## src/hdl/glos_pkg.sv

```systemverilog
// Shared types, sizes and helpers for the grid line-of-sight checker.
package glos_pkg;

  localparam int GRID_COLS  = 128;
  localparam int GRID_ROWS  = 64;
  localparam int CELL_COUNT = GRID_COLS * GRID_ROWS;
  localparam int ADDR_W     = $clog2(CELL_COUNT);

  localparam int X_W   = 7;
  localparam int Y_W   = 6;
  localparam int XY_W  = (X_W > Y_W) ? X_W : Y_W;
  localparam int ERR_W = XY_W + 3;
  localparam int CNT_W = XY_W + 2;

  localparam int S_DATA_W = 32;
  localparam int M_DATA_W = 8;
  localparam int TYPE_W   = 2;

  typedef logic [X_W-1:0] coord_x_t;
  typedef logic [Y_W-1:0] coord_y_t;

  typedef enum logic [TYPE_W-1:0] {
    REQ_WRITE = 2'd0,
    REQ_LOS   = 2'd1,
    REQ_MOVE  = 2'd2
  } req_type_e;

  typedef enum logic [2:0] {
    ST_CLEAR,
    ST_IDLE,
    ST_WRITE,
    ST_LINE,
    ST_MOVE,
    ST_DRAIN,
    ST_RESULT
  } state_e;

  typedef struct packed {
    logic accept;
    logic clr_step;
    logic mem_wr;
    logic line_step;
    logic move_step;
    logic load_out;
  } ctrl_cmd_t;

  typedef struct packed {
    logic clr_last;
    logic line_last;
    logic move_last;
    logic out_free;
  } dp_status_t;

  function automatic logic [ADDR_W-1:0] cell_addr(coord_x_t x, coord_y_t y);
    return ADDR_W'(ADDR_W'(y) * ADDR_W'(GRID_COLS) + ADDR_W'(x));
  endfunction

  function automatic logic in_grid(coord_x_t x, coord_y_t y);
    return (32'(x) < GRID_COLS) && (32'(y) < GRID_ROWS);
  endfunction

endpackage

```

## src/hdl/glos_ctrl.sv

```systemverilog
// Controller state machine of the grid line-of-sight checker.
module glos_ctrl (
  input  logic                         clk_i,
  input  logic                         rst_ni,
  input  logic                         s_valid_i,
  input  logic [glos_pkg::TYPE_W-1:0]  req_type_i,
  output logic                         s_ready_o,
  input  glos_pkg::dp_status_t         status_i,
  output glos_pkg::ctrl_cmd_t          cmd_o
);

  glos_pkg::state_e state_q, state_d;

  always_ff @(posedge clk_i or negedge rst_ni) begin
    if (!rst_ni) begin
      state_q <= glos_pkg::ST_CLEAR;
    end else begin
      state_q <= state_d;
    end
  end

  always_comb begin
    state_d   = state_q;
    cmd_o     = '0;
    s_ready_o = 1'b0;
    case (state_q)
      glos_pkg::ST_CLEAR: begin
        cmd_o.clr_step = 1'b1;
        if (status_i.clr_last) state_d = glos_pkg::ST_IDLE;
      end
      glos_pkg::ST_IDLE: begin
        s_ready_o = 1'b1;
        if (s_valid_i) begin
          cmd_o.accept = 1'b1;
          case (req_type_i)
            glos_pkg::REQ_WRITE: state_d = glos_pkg::ST_WRITE;
            glos_pkg::REQ_LOS:   state_d = glos_pkg::ST_LINE;
            glos_pkg::REQ_MOVE:  state_d = glos_pkg::ST_MOVE;
            default:             state_d = glos_pkg::ST_RESULT;
          endcase
        end
      end
      glos_pkg::ST_WRITE: begin
        cmd_o.mem_wr = 1'b1;
        state_d      = glos_pkg::ST_RESULT;
      end
      glos_pkg::ST_LINE: begin
        cmd_o.line_step = 1'b1;
        if (status_i.line_last) state_d = glos_pkg::ST_DRAIN;
      end
      glos_pkg::ST_MOVE: begin
        cmd_o.move_step = 1'b1;
        if (status_i.move_last) state_d = glos_pkg::ST_DRAIN;
      end
      glos_pkg::ST_DRAIN: begin
        state_d = glos_pkg::ST_RESULT;
      end
      glos_pkg::ST_RESULT: begin
        if (status_i.out_free) begin
          cmd_o.load_out = 1'b1;
          state_d        = glos_pkg::ST_IDLE;
        end
      end
      default: begin
        state_d = glos_pkg::ST_CLEAR;
      end
    endcase
  end

endmodule

```

## config.mk

```make
export PLATFORM = sky130hd
export DESIGN_NAME = glos_ctrl
export DESIGN_NICKNAME = d
export VERILOG_FILES = /design/src/hdl/glos_pkg.sv /design/src/hdl/glos_ctrl.sv
export SDC_FILE = /design/constraint.sdc
export NUM_CORES = 1
export LEC_CHECK = 0
export CAP_MARGIN = 25
export CORE_AREA = 2 2 39 41
export CTS_BUF_LIST = sky130_fd_sc_hd__clkbuf_4
export DETAILED_ROUTE_END_ITERATION = 8
export DIE_AREA = 0 0 41 43
export DONT_BUFFER_PORTS = 1
export SLEW_MARGIN = 20
export SYNTH_ARGS = -nofsm -noshare
export SYNTH_HDL_FRONTEND = slang
export SYNTH_SLANG_ARGS = --single-unit
export TNS_END_PERCENT = 30
```

## constraint.sdc

```tcl
create_clock -name clk_i -period 2.56 [get_ports clk_i]
set_input_delay 0.128 -clock clk_i [delete_from_list [all_inputs] [get_ports clk_i]]
set_output_delay 0.128 -clock clk_i [all_outputs]
set_load 0.02 [all_outputs]
```

==> results.md, run 1 <==
- Async set-reset flop share out of synthesis: between 90% and 100%
- Die footprint: ~1800 µm²
- RSZ-0062 raised after global routing: false
- Power per cell area: about 1500 nW/µm²
- Netlist cell types: 27
- Routed len/inst: between 10 and 15 µm
- Syn Nets: 46
- Status: finished clean
- Placed Cells: 50
- Yosys top cell by area: dfrtp_1
- Setup ws final: 985 ps
- Die Wd: 41 µm
- Iter 0 DRT Violations: 8
- Critical path depth: 2
- Final slew viol count: 0
- WP buf/inv: 1
- PostCTS Resize Cnt: 0
- GR Util All Layers: about a tenth
- Predominant post-synthesis flop cell: dfrtp_1
- Worst-path maximum fanout: 12
- CP Cell Sequence: inv_2 > nor3_1
- Setup TNS: 0 ps
- Clock skew: about 1.1 ps
- HPWL Detailed: about 580 µm
- CP Capture Type: output pin
- Post-detailed-route count of antenna-violating nets: 0
- Startpoint Class: flip-flop
- Worst VDD drop: between 0.0004 and 0.0005 V
- Crit path DAT: roughly 1500 ps
- Worst Tran Pin Value: roughly 660 ps
- Fmax: approximately 630 MHz
- Ys Warns: 0
- Commonest non-fill, non-tap cell in the layout: nor2_1
- H-tree depth: 1
- # nets final: between 40 and 50
- Vias in the first global route: ~230
- Slowest stage delay, CP: around 560 ps
- Critical path's slowest cell: nor3_1
- Top flop regs: state_q (3)
- R2R depth: 3
- GR Layer Usage met3: 12.0%
- Total gr overflow: 0
- Clock latency on the worst-skew pair: 240 ps
- Rows: 14
- Mapped cell area: between 200 and 300 µm²
- Clk pin slew, worst setup/hold paths: ~40 ps
- Area grow syn2layout: 12.8%
- Minimum clock period: 1580 ps
- Commonest cells after routing, fill and taps aside: 5 x nor2_1, 4 x clkbuf_4, 3 x dfrtp_1
- Pre-CTS setup slack: between 1000 and 1500 ps
- DRC errors left: 0
- Proportion of synthesized chip area in sequential cells: between 20% and 30%
- GP Congestion: around 0.75
- Initial antenna violation count: 0
- Share of layout cells above drive strength 1: 20.5%
- Max reg flops: 3
- CTS tree: yes
- Final Hold Viols: 0
- Max-cap violations: 0
- Post-synth EDFFs: 0
- Detailed-router iteration count before antenna repair: 4
- Hold depth: 2
- Post-CTS Setup Bufs: 0
- Post-Layout Cell Count: between 50 and 60
- Chip Height: between 40 and 50 µm
- Crit-path leading delay family: simple AND/OR/NAND/NOR gates
- Grt met2 use: between 10% and 20%
- WS Path Type: flip-flop to output pin
- I/O Buffers: 0
- Starting Density: around a fifth
- # IOs: 16
- Worst Path Required: ~2400 ps
- Grt met1 use: a little under an eighth
- DR vias: 273
- Largest Register: state_q
- Final setup fails: 0
- Post-route clock period utilization: 61.5%
- CTS Root Cell: clkbuf_4
- Core box area: 1380 µm²
- Avg Cell Area, Syn: roughly 7.6 µm²
- Synth Instances: 37
- Core Util, Final: between 20 and 25%
- Vias per cell: between 4 and 5
- Hold Path Class: input pin to flip-flop
- CTS buffer count: 3
- Slew margin rel.: between 50% and 60%
- Post-Route WL: around 770 µm
- Sink Count: 3
- Yosys reg bits: 3
- Diode count: 0
- Pin count of the biggest net entering global routing: 14
- First-pass GRT wire length: 1.14 mm
- Most used routing layer: met2
- Longest Clk Path Bufs: 2
- Static leakage: about 0.00013 µW
- Top post-synthesis cells by area: dfrtp_1 27%, nor2_1 6.6%, buf_6 4.0%
- Yosys top cell area share: a little over a quarter
==> Yosys cell counts, types with 2 or more instances <==
master / instances
dfrtp_1: 3
nor2_1: 5
nor3_1: 2
inv_1: 2
nand2_1: 2
a21oi_1: 2
==> logic make-up (layout without fill, tap and decap cells) <==
kind of cell           Yosys count  after routing  share of synthesized area, %
AO/OA/AOI/OAI                   12             12                          31.0
AND/OR/NAND/NOR                 16             16                          30.1
buffers and inverters            6              8                          12.4
flip-flops                       3              3                          26.5
==> where the power goes <==
group | internal [µW] | switching (µW) | total [µW]
registers | 73.0 | 71.0 | 144
clock network | 69.2 | 27.6 | 96.7
logic | 91.4 | 138 | 230
==> layout make-up <==
cell class	count	area [µm²]
flip-flops and latches	3	75.1
well taps	16	20.0
multi-input cells	28	173
repair buffers	1	10.0
clock buffers	4	30.0
fillers	160	1060
inverters	3	11.3
==> metrics by stage <==
stage | power (µW) | area, µm² | hold WS (ps)
floorplan | 363 | 283 | -168
global placement | 371 | 279 | -167
detailed placement | 371 | 279 | -167
CTS | 474 | 319 | 110
global route | 509 | 319 | 126
finish | 470 | 319 | 117
==> worst reg2reg max path, stage by stage, from the launching register on <==
cell and delay, ps:
dfrtp_1 550, nand2b_2 230, a31oi_1 90, o221a_2 260
==> final timing paths <==
check                                       start                     end  slack [ps]
hold reg to reg            state_q[0]$_DFFE_PN0P_  state_q[0]$_DFFE_PN0P_         680
hold / removal                        status_i[2]  state_q[1]$_DFFE_PN0P_         120
setup reg to reg           state_q[1]$_DFFE_PN0P_  state_q[1]$_DFFE_PN0P_        1320
max in group asynchronous                  rst_ni  state_q[2]$_DFFE_PN0P_        2260
min in group asynchronous                  rst_ni  state_q[1]$_DFFE_PN0P_         150
setup / recovery           state_q[1]$_DFFE_PN0P_                cmd_o[3]         980
==> routing by layer <==
metal	vias up	wire, µm
met5	-	0
met4	0	8
met3	2	133
met2	19	330
met1	118	294
li1	134	-
==> timing repair <==
| action | 4_1_cts | 5_1_grt |
|---|---|---|
| endpoints found under the hold margin | 3 | 0 |
| setup endpoints to repair | 0 | 0 |
| hold buffers | 1 | 0 |
No activity file was read; power rests on OpenSTA's default activity.
==> run 2: changes to the inputs <==
clock period = 1.4 ns   (was 2.56 ns; I/O delays follow)
==> results.md, run 2 (synthesized netlist as in run 1, its figures left out) <==
- Status: finished clean
- Hold_sp: req_type_i[0]
- CP Capture Type: output pin
- Clock skew: 5.55 ps (+4.43 ps)
- Power per cell area: 2620 nW/µm² (+78%)
- First-pass GRT wire length: 1.18 mm (+3.6%)
- Share of layout cells above drive strength 1: 41.7% (+21 points)
- Finished Cell Area: 390 µm² (+22%)
- RR Startpoint: state_q[2]$_DFFE_PN0P_
- Placed Instance Area: 324 µm² (+16%)
- Initial antenna violation count: 0 (unchanged)
- Die Wd: 41 µm (unchanged)
- Total gr overflow: 0 (unchanged)
- Core box area: 1380 µm² (unchanged)
- Clock latency on the worst-skew pair: 240 ps (about the same)
- Core Util, Final: 28.2% (+5.2 points)
- Final Hold Viols: 0 (unchanged)
- Static leakage: 0.000169 µW (+33%)
- Die footprint: 1760 µm² (unchanged)
- Vias per cell: 4.92 (-0.84%)
- Minimum clock period: between 1000 and 1500 ps
- Hold Path Class: input pin to flip-flop
- # nets final: 58 (+18%)
- Iter 0 DRT Violations: 9 (+1)
- Worst Tran Pin Value: 383 ps (-274 ps)
- Post-Route WL: 780 µm (+1.8%)
- Worst Path Required: 1330 ps (-1100 ps)
- End of the worst hold path: state_q[0]$_DFFE_PN0P_
- DR vias: 315 (+15%)
- HPWL Detailed: 577 µm (-0.36%)
- Detailed-router iteration count before antenna repair: 4 (unchanged)
- R2R Setup Slk: 150 ps (-1170 ps)
- Fmax: 762 MHz
- Commonest cells after routing, fill and taps aside: 9 x buf_4, 5 x nor2_1, 4 x clkbuf_4, 3 x dfrtp_2
- Commonest non-fill, non-tap cell in the layout: buf_4
- Worst reg2reg path endpoint: state_q[1]$_DFFE_PN0P_
- Longest Clk Path Bufs: 2 (unchanged)
- Pin count of the biggest net entering global routing: 14 (unchanged)
- Max reg flops: 3 (unchanged)
- Slew margin rel.: 74.4% (+19 points)
- CTS Root Cell: clkbuf_4
- Max-cap violations: 0 (unchanged)
- Final setup fails: 0 (unchanged)
- GP Congestion: 0.734 (-1.7%)
- Worst-path maximum fanout: 12 (unchanged)
- Chip Height: 43 µm (unchanged)
- Hold depth: 2 (unchanged)
- Worst VDD drop: 0.000663 V (+63%)
- Final slew viol count: 0 (unchanged)
- Sink Count: 3 (unchanged)
- PnR Total Power: 1020 µW (+120%)
- Diode count: 0 (unchanged)
- RSZ-0062 raised after global routing: true
- CTS tree: yes
- Post-route clock period utilization: roughly 94%
- Largest Register: state_q
- Clk pin slew, worst setup/hold paths: 40 ps (about the same)
- DRC errors left: 0 (unchanged)
- Crit path DAT: 1240 ps (-210 ps)
- I/O Buffers: 0 (unchanged)
- Routed len/inst: 12.2 µm (-12%)
- H-tree depth: 1 (unchanged)
- R2R depth: 4 (+1)
- CTS buffer count: 3 (unchanged)
- Starting Density: 20.4% (unchanged)
- Vias in the first global route: 277 (+20%)
- Startpoint Class: flip-flop
- Area grow syn2layout: 38.1%
- # IOs: 16 (unchanged)
- Post-detailed-route count of antenna-violating nets: 0 (unchanged)
- Top flop regs: state_q (3)
- WS Path Type: flip-flop to output pin
- Rows: 14 (unchanged)
- GR Util All Layers: 10.4% (+0.080 points)
[run 2: changes by cell type in the layout (fill, tap and decap cells not counted), sizes merged]
cell,change
buf,+9
[run 2: per-stage QoR]
stage | hold slack, ps | TNS [ps] | cells | setup WS [ps]
3_5_place_dp | -225 | 0 | 56 | 166
3_3_place_gp | -226 | 0 | 56 | 220
6_report | 38.8 | 0 | 64 | 87.1
5_1_grt | 30.9 | -21.9 | 64 | -19.8
2_1_floorplan | -226 | 0 | 37 | 224
4_1_cts | 31.5 | 0 | 61 | 44.5
[run 2: how the worst max path moves through the flow]
stage | from | end | slack, ps
floorplan | state_q[2]$_DFFE_PN0P_ | cmd_o[5] | 220
global placement | state_q[2]$_DFFE_PN0P_ | state_q[1]$_DFFE_PN0P_ | 220
detailed placement | state_q[2]$_DFFE_PN0P_ | state_q[1]$_DFFE_PN0P_ | 170
CTS | state_q[2]$_DFFE_PN0P_ | cmd_o[5] | 40
global route | state_q[1]$_DFFE_PN0P_ | cmd_o[3] | -20
finish | state_q[2]$_DFFE_PN0P_ | cmd_o[2] | 90
[run 2: critical path, cell delays in order, from the launching register on]
cell and delay, ps:
dfrtp_2 470, or2b_1 290, nor2_1 100, buf_4 150
[run 2: timing repair]
item,CTS,global route
cloned,0,0
setup buffers,0,3
endpoints found under the hold margin,3,0
hold buffers,1,0
pin swaps,0,1
endpoints found under the setup margin,3,4
gates resized for setup,1,2
[run 2: per-layer routing]
metal | vias to the layer above | GRT usage, % | share of wire, %
li1 | 155 | - | -
met3 | 0 | 7.85 | 10
met1 | 148 | 11.3 | 40
met5 | - | 0 | 0
met2 | 12 | 14.1 | 50
met4 | 0 | 6.00 | 0
[run 2: layout make-up]
type | count | area [µm²]
Fill cell | 156 | 993
Multi-Input combinational cell | 28 | 173
Sequential cell | 3 | 78.8
Timing Repair Buffer | 10 | 77.6
Clock buffer | 4 | 30.0
Tap cell | 16 | 20.0
Inverter | 3 | 11.3
[run 2: where the power goes]
| part | switching (µW) | total (µW) | internal (µW) |
|---|---|---|---|
| logic | 310 | 608 | 298 |
| registers | 95.7 | 240 | 144 |
| clock network | 49.3 | 176 | 126 |
| total | 455 | 1020 | 569 |
